<file path="src/rtl/core/nkp_pkg.sv">
package nkp_pkg;

  localparam int MAX_VALUES = 16;
  localparam int SLOTS      = 16;
  localparam int N_CAP      = (MAX_VALUES < SLOTS) ? MAX_VALUES : SLOTS;
  localparam int POS_W      = $clog2(SLOTS);
  localparam int VAL_W      = 4;
  localparam int CNT_W      = 5;

  localparam logic CMD_LOAD    = 1'b0;
  localparam logic CMD_ADVANCE = 1'b1;

  localparam logic REG_CHOOSE_COUNT = 1'b0;
  localparam logic REG_VALUE_COUNT  = 1'b1;

  typedef struct packed {
    logic             cmd;
    logic [POS_W-1:0] in_position;
    logic [VAL_W-1:0] in_value;
  } in_word_t;

  typedef struct packed {
    logic [POS_W-1:0] out_position;
    logic [VAL_W-1:0] out_value;
    logic             last;
    logic             exhausted;
  } out_word_t;

  typedef enum logic [2:0] {
    ST_IDLE,
    ST_PREFIX,
    ST_SCAN,
    ST_FILL,
    ST_EMIT,
    ST_EXH
  } state_e;

  typedef struct packed {
    logic start;
    logic load;
    logic prefix;
    logic scan;
    logic fill;
    logic emit;
    logic exh;
  } ctl_t;

  typedef struct packed {
    logic cnt_last;
    logic cnt_zero;
    logic hit;
    logic out_free;
  } sts_t;

  typedef struct packed {
    logic             found;
    logic [VAL_W-1:0] index;
  } pick_t;

  function automatic pick_t first_set(input logic [SLOTS-1:0] mask);
    pick_t r;
    r = '0;
    for (int i = SLOTS - 1; i >= 0; i--) begin
      if (mask[i]) begin
        r.found = 1'b1;
        r.index = VAL_W'(i);
      end
    end
    return r;
  endfunction

endpackage

</file>
<file path="src/rtl/core/nkp_ctrl.sv">
module nkp_ctrl
  import nkp_pkg::*;
(
  input  logic clk_i,
  input  logic rst_ni,
  input  logic in_valid_i,
  input  logic in_cmd_i,
  output logic in_stall_o,
  input  sts_t sts_i,
  output ctl_t ctl_o
);

  state_e state_q, state_d;

  always_ff @(posedge clk_i or negedge rst_ni) begin
    if (!rst_ni) begin
      state_q <= ST_IDLE;
    end else begin
      state_q <= state_d;
    end
  end

  always_comb begin
    state_d    = state_q;
    ctl_o      = '0;
    in_stall_o = 1'b1;
    unique case (state_q)
      ST_IDLE: begin
        in_stall_o = 1'b0;
        if (in_valid_i) begin
          if (in_cmd_i == CMD_ADVANCE) begin
            ctl_o.start = 1'b1;
            state_d     = ST_PREFIX;
          end else begin
            ctl_o.load = 1'b1;
          end
        end
      end
      ST_PREFIX: begin
        ctl_o.prefix = 1'b1;
        if (sts_i.cnt_last) state_d = ST_SCAN;
      end
      ST_SCAN: begin
        ctl_o.scan = 1'b1;
        if (sts_i.hit) begin
          state_d = sts_i.cnt_last ? ST_EMIT : ST_FILL;
        end else if (sts_i.cnt_zero) begin
          state_d = ST_EXH;
        end
      end
      ST_FILL: begin
        ctl_o.fill = 1'b1;
        if (sts_i.cnt_last) state_d = ST_EMIT;
      end
      ST_EMIT: begin
        ctl_o.emit = 1'b1;
        if (sts_i.out_free && sts_i.cnt_last) state_d = ST_IDLE;
      end
      ST_EXH: begin
        ctl_o.exh = 1'b1;
        if (sts_i.out_free) state_d = ST_IDLE;
      end
      default: state_d = ST_IDLE;
    endcase
  end

endmodule

</file>
<file path="src/rtl/core/nkp_dp.sv">
module nkp_dp
  import nkp_pkg::*;
(
  input  logic             clk_i,
  input  logic             rst_ni,
  input  in_word_t         in_word_i,
  input  logic             cfg_valid_i,
  input  logic             cfg_index_i,
  input  logic [CNT_W-1:0] cfg_data_i,
  input  ctl_t             ctl_i,
  output sts_t             sts_o,
  output logic             out_valid_o,
  input  logic             out_stall_i,
  output out_word_t        out_word_o
);

  logic [CNT_W-1:0] choose_q, value_q;
  logic [CNT_W-1:0] n_eff, k_eff;
  logic [POS_W-1:0] km1;
  logic [VAL_W-1:0] arr_q [SLOTS];
  logic [SLOTS-1:0] prefix_q [SLOTS];
  logic [SLOTS-1:0] acc_q, used_q;
  logic [POS_W-1:0] cnt_q;
  logic             out_valid_q;
  out_word_t        out_word_q;
  logic [VAL_W-1:0] cur_val;
  logic [SLOTS-1:0] n_mask, above_mask;
  pick_t            scan_pick, fill_pick;
  logic             out_free;

  always_comb begin
    n_eff = value_q;
    if (n_eff == '0) n_eff = CNT_W'(1);
    if (n_eff > CNT_W'(N_CAP)) n_eff = CNT_W'(N_CAP);
    k_eff = choose_q;
    if (k_eff == '0) k_eff = CNT_W'(1);
    if (k_eff > CNT_W'(SLOTS)) k_eff = CNT_W'(SLOTS);
    if (k_eff > n_eff) k_eff = n_eff;
  end

  assign km1     = POS_W'(k_eff - CNT_W'(1));
  assign cur_val = arr_q[cnt_q];

  always_comb begin
    for (int i = 0; i < SLOTS; i++) begin
      n_mask[i]     = (CNT_W'(i) < n_eff);
      above_mask[i] = (VAL_W'(i) > cur_val);
    end
  end

  assign scan_pick = first_set(~prefix_q[cnt_q] & n_mask & above_mask);
  assign fill_pick = first_set(~used_q & n_mask);
  assign out_free  = !out_valid_q || !out_stall_i;

  assign sts_o.cnt_last = (cnt_q == km1);
  assign sts_o.cnt_zero = (cnt_q == '0);
  assign sts_o.hit      = scan_pick.found;
  assign sts_o.out_free = out_free;

  always_ff @(posedge clk_i or negedge rst_ni) begin
    if (!rst_ni) begin
      choose_q <= CNT_W'(16);
      value_q  <= CNT_W'(16);
    end else if (cfg_valid_i) begin
      unique case (cfg_index_i)
        REG_CHOOSE_COUNT: choose_q <= cfg_data_i;
        REG_VALUE_COUNT:  value_q  <= cfg_data_i;
        default: ;
      endcase
    end
  end

  always_ff @(posedge clk_i or negedge rst_ni) begin
    if (!rst_ni) begin
      for (int i = 0; i < SLOTS; i++) arr_q[i] <= VAL_W'(i);
    end else if (ctl_i.load) begin
      arr_q[in_word_i.in_position] <= in_word_i.in_value;
    end else if (ctl_i.scan && scan_pick.found) begin
      arr_q[cnt_q] <= scan_pick.index;
    end else if (ctl_i.fill) begin
      arr_q[cnt_q] <= fill_pick.index;
    end
  end

  always_ff @(posedge clk_i) begin
    if (ctl_i.prefix) prefix_q[cnt_q] <= acc_q;
  end

  always_ff @(posedge clk_i) begin
    if (ctl_i.start) begin
      acc_q <= '0;
    end else if (ctl_i.prefix) begin
      acc_q <= acc_q | (SLOTS'(1) << cur_val);
    end
    if (ctl_i.scan) begin
      used_q <= prefix_q[cnt_q] | (SLOTS'(1) << scan_pick.index);
    end else if (ctl_i.fill) begin
      used_q <= used_q | (SLOTS'(1) << fill_pick.index);
    end
  end

  always_ff @(posedge clk_i or negedge rst_ni) begin
    if (!rst_ni) begin
      cnt_q <= '0;
    end else if (ctl_i.start) begin
      cnt_q <= '0;
    end else if (ctl_i.prefix) begin
      if (cnt_q != km1) cnt_q <= cnt_q + POS_W'(1);
    end else if (ctl_i.scan) begin
      if (scan_pick.found) begin
        cnt_q <= (cnt_q == km1) ? '0 : cnt_q + POS_W'(1);
      end else if (cnt_q != '0) begin
        cnt_q <= cnt_q - POS_W'(1);
      end
    end else if (ctl_i.fill) begin
      cnt_q <= (cnt_q == km1) ? '0 : cnt_q + POS_W'(1);
    end else if (ctl_i.emit && out_free) begin
      cnt_q <= (cnt_q == km1) ? '0 : cnt_q + POS_W'(1);
    end
  end

  always_ff @(posedge clk_i or negedge rst_ni) begin
    if (!rst_ni) begin
      out_valid_q <= 1'b0;
    end else if ((ctl_i.emit || ctl_i.exh) && out_free) begin
      out_valid_q <= 1'b1;
    end else if (!out_stall_i) begin
      out_valid_q <= 1'b0;
    end
  end

  always_ff @(posedge clk_i) begin
    if (ctl_i.emit && out_free) begin
      out_word_q.out_position <= cnt_q;
      out_word_q.out_value    <= cur_val;
      out_word_q.last         <= (cnt_q == km1);
      out_word_q.exhausted    <= 1'b0;
    end else if (ctl_i.exh && out_free) begin
      out_word_q.out_position <= '0;
      out_word_q.out_value    <= '0;
      out_word_q.last         <= 1'b1;
      out_word_q.exhausted    <= 1'b1;
    end
  end

  assign out_valid_o = out_valid_q;
  assign out_word_o  = out_word_q;

endmodule

</file>
<file path="src/rtl/core/next_k_permutation_generator.sv">
// Channel  Direction  Handshake           Word
// in       input      in_valid_i/stall_o  in_word_t: cmd, in_position, in_value
// out      output     out_valid_o/stall_i out_word_t: out_position, out_value, last, exhausted
// cfg      input      cfg_valid_i/ready_o cfg_index_i, cfg_data_i
//
// A load writes one arrangement position while idle. An advance is accepted, then builds the
// prefix used-sets for the k positions, scans backward for the rightmost position that can
// take a larger unused value, refills the positions after it, then emits one word per
// position; when no successor exists it emits a single exhausted word instead.
// Reset restores the identity arrangement and k = n = 16.
// A stalled output holds the word and pauses emission; in_stall_o is high while busy.
module next_k_permutation_generator
  import nkp_pkg::*;
(
  input  logic             clk_i,
  input  logic             rst_ni,
  input  logic             in_valid_i,
  output logic             in_stall_o,
  input  in_word_t         in_word_i,
  output logic             out_valid_o,
  input  logic             out_stall_i,
  output out_word_t        out_word_o,
  input  logic             cfg_valid_i,
  output logic             cfg_ready_o,
  input  logic             cfg_index_i,
  input  logic [CNT_W-1:0] cfg_data_i
);

  ctl_t ctl;
  sts_t sts;

  assign cfg_ready_o = 1'b1;

  nkp_ctrl u_ctrl (
    .clk_i      (clk_i),
    .rst_ni     (rst_ni),
    .in_valid_i (in_valid_i),
    .in_cmd_i   (in_word_i.cmd),
    .in_stall_o (in_stall_o),
    .sts_i      (sts),
    .ctl_o      (ctl)
  );

  nkp_dp u_dp (
    .clk_i       (clk_i),
    .rst_ni      (rst_ni),
    .in_word_i   (in_word_i),
    .cfg_valid_i (cfg_valid_i),
    .cfg_index_i (cfg_index_i),
    .cfg_data_i  (cfg_data_i),
    .ctl_i       (ctl),
    .sts_o       (sts),
    .out_valid_o (out_valid_o),
    .out_stall_i (out_stall_i),
    .out_word_o  (out_word_o)
  );

endmodule

</file>
<file path="config.mk">
export PLATFORM = sky130hd
export DESIGN_NAME = next_k_permutation_generator
export DESIGN_NICKNAME = d
export VERILOG_FILES = /design/src/rtl/core/nkp_pkg.sv /design/src/rtl/core/nkp_ctrl.sv /design/src/rtl/core/nkp_dp.sv /design/src/rtl/core/next_k_permutation_generator.sv
export SDC_FILE = /design/constraint.sdc
export NUM_CORES = 1
export LEC_CHECK = 0
export ABC_CLOCK_PERIOD_IN_PS = 4300
export BUFFER_PORTS_ARGS = -buffer_cell sky130_fd_sc_hd__buf_2
export CORE_MARGIN = 5
export CORE_UTILIZATION = 48
export CTS_CLUSTER_SIZE = 14
export DETAILED_ROUTE_END_ITERATION = 7
export PLACE_DENSITY = 0.65
export RECOVER_POWER = 100
export SLEW_MARGIN = 15
export SYNTH_ARGS = -nofsm -noshare
export SYNTH_HDL_FRONTEND = slang
export SYNTH_SLANG_ARGS = --single-unit
export TNS_END_PERCENT = 30
</file>
<file path="constraint.sdc">
create_clock -name clk_i -period 4.3 [get_ports clk_i]
set_input_delay 0.86 -clock clk_i [delete_from_list [all_inputs] [get_ports clk_i]]
set_output_delay 0.86 -clock clk_i [all_outputs]
set_load 0.005 [all_outputs]
</file>
# --- Word level (Yosys, flattened, before mapping) ---
# Memory sizes are Yosys's and may differ from the RTL's.
# Index checks and enable logic that the tools add are counted.
totals:
  in_bits: 20
  reg_bits: 124
  mem_bits_rw: 256
  out_inout_bits: 13
  n_memories: 1
op_classes:
  n_addsub: 3
  shift: 3
  eq_ne: 17
  magnitude_cmp: 39
  muxes: 87
  reduce_logical: 24
  bitwise: 11
mem_list:
  columns: ["name", "words", "word_bits", "read_ports", "rd_clocked_by_memory_dff", "wr", "line_no", "text"]
  rows:
  - ["u_dp.prefix_q", 16, 16, 1, 0, 1, "nkp_dp.sv:21", "logic [SLOTS-1:0] prefix_q [SLOTS];"]
op_table:
  columns: ["operator", "count"]
  rows:
  - ["64-bit bitwise mux", 3]
  - ["64-bit 2-to-1 mux", 3]
  - ["4-bit 2-to-1 mux", 30]
  - ["5-bit 2-to-1 mux", 20]
  - ["16-bit bitwise AND", 3]
  - ["16-bit bitwise OR", 3]
  - ["1-bit by 4-bit left shift with 16-bit output, first input constant", 3]
  - ["4-bit by 5-bit less-than comparator with 1-bit output, first input constant", 8]
  - ["4-bit demux with 4-bit select", 2]
  - ["4-bit > comparator, first input constant", 8]
  - ["16-bit 2-to-1 mux", 2]
  - ["16-bit inverter", 2]
  - ["3-bit 2-to-1 mux", 9]
  - ["3-bit by 5-bit less-than comparator with 1-bit output, first input constant", 4]
  - ["10-bit 2-to-1 mux", 2]
  - ["3-bit one-hot mux with 6 select lines", 1]
  - ["4-bit binary-select mux with 4-bit select", 1]
  - ["3-bit by 4-bit > comparator with 1-bit output, first input constant", 4]
  - ["1-bit 2-to-1 mux", 12]
  - ["5-bit >= comparator, second input constant", 2]
  - ["5-bit > comparator, second input constant", 2]
  - ["5-bit logical NOT", 2]
  - ["1-bit by 5-bit less-than comparator with 1-bit output, first input constant", 2]
  - ["2-bit by 5-bit less-than comparator with 1-bit output, first input constant", 2]
  - ["other kinds (31)", 54]

# --- Longest topological paths before layout ---
depth:
  ltp_word: 27
  mapped_depth: 19
  mapped_depth_nobuf: 18

# --- Modules after synthesis ---
# A second synthesis with hierarchy kept.
unflattened:
  cells_unflattened: 1243
  area_unflattened_um2: 17479.3
by_module_without_submodules:
  columns: ["module", "seq_area_each_um2", "n_inst", "area_each_um2", "cells_per_inst"]
  rows:
  - ["nkp_dp", 10797.9, 1, 17189.0, 1208]
  - ["nkp_ctrl", 75.1, 1, 279.0, 33]
  - ["next_k_permutation_generator", 0.0, 1, 11.3, 2]

# --- Least setup slack after synthesis ---
# Ideal clock, no wire load.
synth_path:
  path_type: "register -> register"
  from: "register u_dp.value_q[1]"
  to: "register u_dp.cnt_q[2]"
  setup_time_ns: 0.096
  stages_incl_launch_ff: 17
  arrival_time_ns: 3.936
  period_less_slack_ns: 4.032
  t_required_ns: 4.204
  path_buffers: 2
  setup_slack_ns: 0.268
  cell_sequence: "dfrtp_1 -> clkbuf_1 -> clkbuf_1 -> nand2_1 -> ha_1 -> nor2b_1 -> o31ai_1 -> a21oi_1 -> mux2_2 -> ha_1 -> xnor2_1 -> nor2_1 -> mux2i_1 -> nor2b_1 -> a221o_1 -> or3b_1 -> o31ai_1"
synth_between:
  elab_chain_cells: 27
  elab_cells_between_ends: 53
  cone_classes: "1 x add/sub; 18 x order compare; 4 x eq/ne; 26 x mux; 2 x bitwise; 2 x reduce/logical"
synth_rtl:
  columns: ["element", "line_no", "text"]
  rows:
  - ["start: declaration", "nkp_dp.sv:17", "logic [CNT_W-1:0] choose_q, value_q;"]
  - ["start signal: assignment", "nkp_dp.sv:67", "REG_VALUE_COUNT: value_q <= cfg_data_i;"]
  - ["5-bit logical NOT", "nkp_dp.sv:33", "if (n_eff == '0) n_eff = CNT_W'(1);"]
  - ["5-bit 2-to-1 mux (*)", "nkp_dp.sv:33", null]
  - ["5-bit > comparator", "nkp_dp.sv:34", "if (n_eff > CNT_W'(N_CAP)) n_eff = CNT_W'(N_CAP);"]
  - ["5-bit 2-to-1 mux (*)", "nkp_dp.sv:34", null]
  - ["4-bit by 5-bit less-than comparator with 1-bit output", "nkp_dp.sv:46", "n_mask[i] = (CNT_W'(i) < n_eff);"]
  - ["16-bit bitwise AND (2 in a row)", "nkp_dp.sv:51", "assign scan_pick = first_set(~prefix_q[cnt_q] & n_mask & above_mask);"]
  - ["5-bit 2-to-1 mux (16 in a row)", "nkp_pkg.sv:64", "if (mask[i]) begin"]
  - ["4-bit 2-to-1 mux", "nkp_dp.sv:110", "if (scan_pick.found) begin"]
  - ["4-bit 2-to-1 mux", "nkp_dp.sv:109", "end else if (ctl_i.scan) begin"]
  - ["4-bit 2-to-1 mux", "nkp_dp.sv:107", "end else if (ctl_i.prefix) begin"]
  - ["4-bit 2-to-1 mux", "nkp_dp.sv:105", "end else if (ctl_i.start) begin"]
  - ["end signal: assignment", "nkp_dp.sv:108", "if (cnt_q != km1) cnt_q <= cnt_q + POS_W'(1);"]
  - ["end signal: assignment", "nkp_dp.sv:111", "cnt_q <= (cnt_q == km1) ? '0 : cnt_q + POS_W'(1);"]
  - ["end signal: assignment", "nkp_dp.sv:113", "cnt_q <= cnt_q - POS_W'(1);"]
  - ["end: declaration", "nkp_dp.sv:23", "logic [POS_W-1:0] cnt_q;"]
# Mark *: on every way between the ends. The rest lies on a longest branch, timed or not. The select of a mux whose other input is x is not followed.
# A chain may end at the register's enable or synchronous reset.

# --- Worst setup path after layout ---
layout_path:
  from: "register u_dp.cnt_q[0]"
  to: "register u_dp.arr_q[4] (netlist name)"
layout_between:
  elab_chain_cells: 25
  elab_cells_between_ends: 52
  cone_classes: "18 x order compare; 26 x mux; 4 x bitwise; 3 x reduce/logical; 1 x memory"
layout_rtl:
  columns: ["element", "line_no", "text"]
  rows:
  - ["4-bit inverter with 5-bit output (not written as such)", "nkp_dp.sv:42, nkp_dp.sv:79, nkp_dp.sv:81", null]
  - ["4-bit binary-select mux with 4-bit select", "nkp_dp.sv:42", "assign cur_val = arr_q[cnt_q];"]
  - ["4-bit 2-to-1 mux (not written as such) (2 in a row)", "nkp_dp.sv:42", null]
  - ["4-bit > comparator", "nkp_dp.sv:47", "above_mask[i] = (VAL_W'(i) > cur_val);"]
  - ["16-bit bitwise AND", "nkp_dp.sv:51", null]
  - ["5-bit 2-to-1 mux (16 in a row)", "nkp_pkg.sv:64", null]
  - ["64-bit bitwise mux / 1-bit logical AND (equally long branches)", "nkp_dp.sv:79, nkp_dp.sv:78", null]
  - ["64-bit 2-to-1 mux", "nkp_dp.sv:78", "end else if (ctl_i.scan && scan_pick.found) begin"]
  - ["64-bit 2-to-1 mux", "nkp_dp.sv:76", "end else if (ctl_i.load) begin"]
  - ["end signal: indexed assignment", "nkp_dp.sv:77", "arr_q[in_word_i.in_position] <= in_word_i.in_value;"]
  - ["end signal: indexed assignment", "nkp_dp.sv:79", "arr_q[cnt_q] <= scan_pick.index;"]
  - ["end signal: indexed assignment", "nkp_dp.sv:81", "arr_q[cnt_q] <= fill_pick.index;"]
  - ["end: declaration", "nkp_dp.sv:20", "logic [VAL_W-1:0] arr_q [SLOTS];"]
# Several ways; a longest one is shown, not always the timed one. The select of a mux whose other input is x is not followed.

==> out/metrics.yaml <==
outcome:
  status: "complete, but fails checks"
  failed_checks: "max-capacitance violations, max-slew violations"
critical_path:
  crit_type: "flip-flop to flip-flop"
  path_cells: "buf_12 -> mux4_2 -> mux4_2 -> a21oi_1 -> o41ai_1 -> o311ai_0 -> a221oi_1 -> o31ai_1 -> a21oi_2 -> o31ai_4 -> buf_12 -> o221ai_1"
  cp_max_fo: 23
  slowest_delay_ps: 590
  cp.required_ps: 4710
  crit_arrival_ps: 4590
  critPathLaunchType: "flip-flop"
  critPathCaptureType: "flip-flop"
  cp_slowest_cell: "dfrtp_4"
pwr:
  p_per_area_mw_per_mm2: 840
  p_total_w: 0.0170
  p_leak_nw: 7.22
  max-vdd-ir-drop_v: 0.000398
clock_network:
  numClockSinks: 380
  htreeDepth: 2
  cts_made_buffers: 40
  path_clk_slew_ps: 60
  cts_root_buf: "clkbuf_16"
  ctsHoldBuffers: 0
  insertion_delay_ps: 570
  clock_path_buffers: 3
  cts_tree: "yes"
detailed_routing:
  drtAntennaViolNets: 0
  wl_per_cell_um: 26.1
  drtIter0Drc: 1360
  avgViaCountPerCell: 6.39
  first_pass_iters: 6
  routed_wl_um: 48500
  vias: 11900
  remaining_drc_errors: 0
floorplanning:
  ios: 33
  initial_core_util: 0.487
  die_h_um: 203
  placementRows: 70
  core_mm2: 0.0368
  die-area_mm2: 0.0413
  die_x_um: 203
global_route:
  grt_usage: 0.232
  grt_pass1_vias: 11800
  antenna_found_initial: 1
  grt_pass1_wl_um: 72900
  grt_max_degree: 54
  overflow: 0
logic_synthesis:
  synth-seq-cells: 380
  synthesis.area_mm2: 0.0179
  synth_area_per_cell_um2: 13.9
  synth_top_area_frac: 0.471
  synth-edff-count: 281
  synth_top_cell_by_area: "edfxtp_1"
  synth_area_leaders: "edfxtp_1 (47%), mux4_2 (10%), dfrtp_1 (6.7%)"
  synth_nets: 1323
  ys.flop_type: "edfxtp_1"
  synthCells: 1292
  ys_top_cells_by_count: "edfxtp_1 (281), nor2_1 (95), nand2_1 (94)"
  yosysMostFrequentCell: "edfxtp_1"
  yosysUniqueCellTypes: 94
  ys_async_sr_fraction: 0.216
  ys_warn_count: 0
  ys_seq_area_frac: 0.606
place:
  gp_congestion: 0.954
  hpwl_um: 31300
  port_buffers: 31
  place_ws_ps: 47.5
timing:
  clock.fmax_ghz: 0.240
  maxSlewHeadroom: -1.08
  layout_setup_ws_ps: 129
  hold_viol: 0
  worst_slew_pin_slew_ps: 3120
  fin_crit_sh: 0.970
  fin_skew_ps: 18.1
  hold_ws_ps: 494
  period_needed_ps: 4170
  drv_slew: 139
  setup_viol: 0
  tns_ps: 0
job:
  maxCapViolCount: 6
hold_path:
  hold_path.class: "flip-flop to flip-flop"
cells_and_area:
  num_antenna_cells: 0
  layout-drive-gt1-share: 0.228
  synthToLayoutAreaGrowth_pct: 12.7
  nNetsFinal: 1392
power breakdown:
part / internal, W / leakage (nW) / total [W] / switching, W
combinational: 0.00297 / 2.90 / 0.00747 / 0.00450
clock: 0.00209 / 0.657 / 0.00352 / 0.00144
sequential: 0.00519 / 3.65 / 0.00598 / 0.000785
total: 0.0103 / 7.22 / 0.0170 / 0.00672
through the flow:
| stage | utilization | instances | instance area, um^2 |
|---|---|---|---|
| final | 0.549 | 1861 | 20200 |
| after CTS | 0.549 | 1854 | 20200 |
| after global placement | 0.512 | 1780 | 18900 |
| after global routing | 0.549 | 1861 | 20200 |
| after detailed placement | 0.512 | 1780 | 18900 |
| after floorplan | - | 1292 | 17900 |
per-layer routing:
| metal | global-route usage | vias to the layer above | wire length [um] |
|---|---|---|---|
| li1 | - | 5221 | - |
| met1 | 0.327 | 6046 | 20100 |
| met2 | 0.375 | 556 | 23200 |
| met3 | 0.0466 | 74 | 4070 |
| met4 | 0.0576 | 3 | 1070 |
| met5 | 0 | - | 46 |
path summary, 6_finish.rpt:
check,startpoint,end,slack [ps],depth (start not counted)
max,u_dp.cnt_q[0],u_dp.arr_q[4],130,12
max in group asynchronous,rst_ni,u_dp.cnt_q[1],750,1
min in group asynchronous,rst_ni,u_dp.arr_q[18],1330,1
min reg2reg,u_dp.out_word_o[0],u_dp.out_word_o[0],490,1
min,u_dp.out_word_o[0],u_dp.out_word_o[0],490,1
max reg2reg,u_dp.cnt_q[0],u_dp.arr_q[4],130,12
layout make-up:
class	instances	area (um^2)
clock buffers	55	1130
clock inverters	19	225
fillers	2967	16600
inverters	29	109
multi-input cells	802	6540
flip-flops and latches	380	10900
well taps	468	586
repair buffers	108	733
critical path: cells and delay by family, from the launching register on:
family / cells / cell delay [ps]
AO/OA/AOI/OAI: 8 / 1830
multiplexers: 2 / 1090
flip-flops: 1 / 590
buffers and inverters: 2 / 460
placed cells by master (no fill, tap or decap), types with 15 or more instances in the layout:
cell type,instances
dfstp_2,34
mux4_2,80
nand3_1,27
mux2i_1,22
nand2b_1,23
a22oi_1,47
nor2_1,90
clkbuf_16,41
nand2_1,94
edfxtp_1,281
and3_1,15
a31oi_1,16
dfxtp_1,17
o21bai_1,18
buf_4,49
nor2b_1,19
mux2_2,17
dfrtp_1,44
inv_1,26
o221ai_1,15
nor3_1,18
clkbuf_1,37
o21ai_0,44
buf_2,23
a21oi_1,59
flip-flops by register name, summed over array words and instances (netlist names):
name	cells
u_dp.prefix_q	256
u_dp.out_word_o	10
u_dp.arr_q	64
u_dp.acc_q	16
u_dp.value_q	5
u_dp.choose_q	5
u_dp.cnt_q	4
u_dp.used_q	16
u_ctrl.state_q	3
u_dp.out_valid_o	1
cell families after synthesis:
kind of cell               Yosys count  share of synthesized area
and+or+nand+nor                    352                      0.101
DFF                                380                      0.606
other                                1                   0.000209
adders and majority gates           11                    0.00768
xor gates and xnor gates             2                   0.000977
AOI/OAI and AO/OA                  311                      0.122
muxes                              125                      0.131
buffers and inverters              110                     0.0316
timing repair:
item                                    in CTS  in global routing
setup buffers                                0                  7
endpoints found under the setup margin       0                 47
gates resized for setup                      0                  8
No activity file was read; power rests on OpenSTA's default activity.
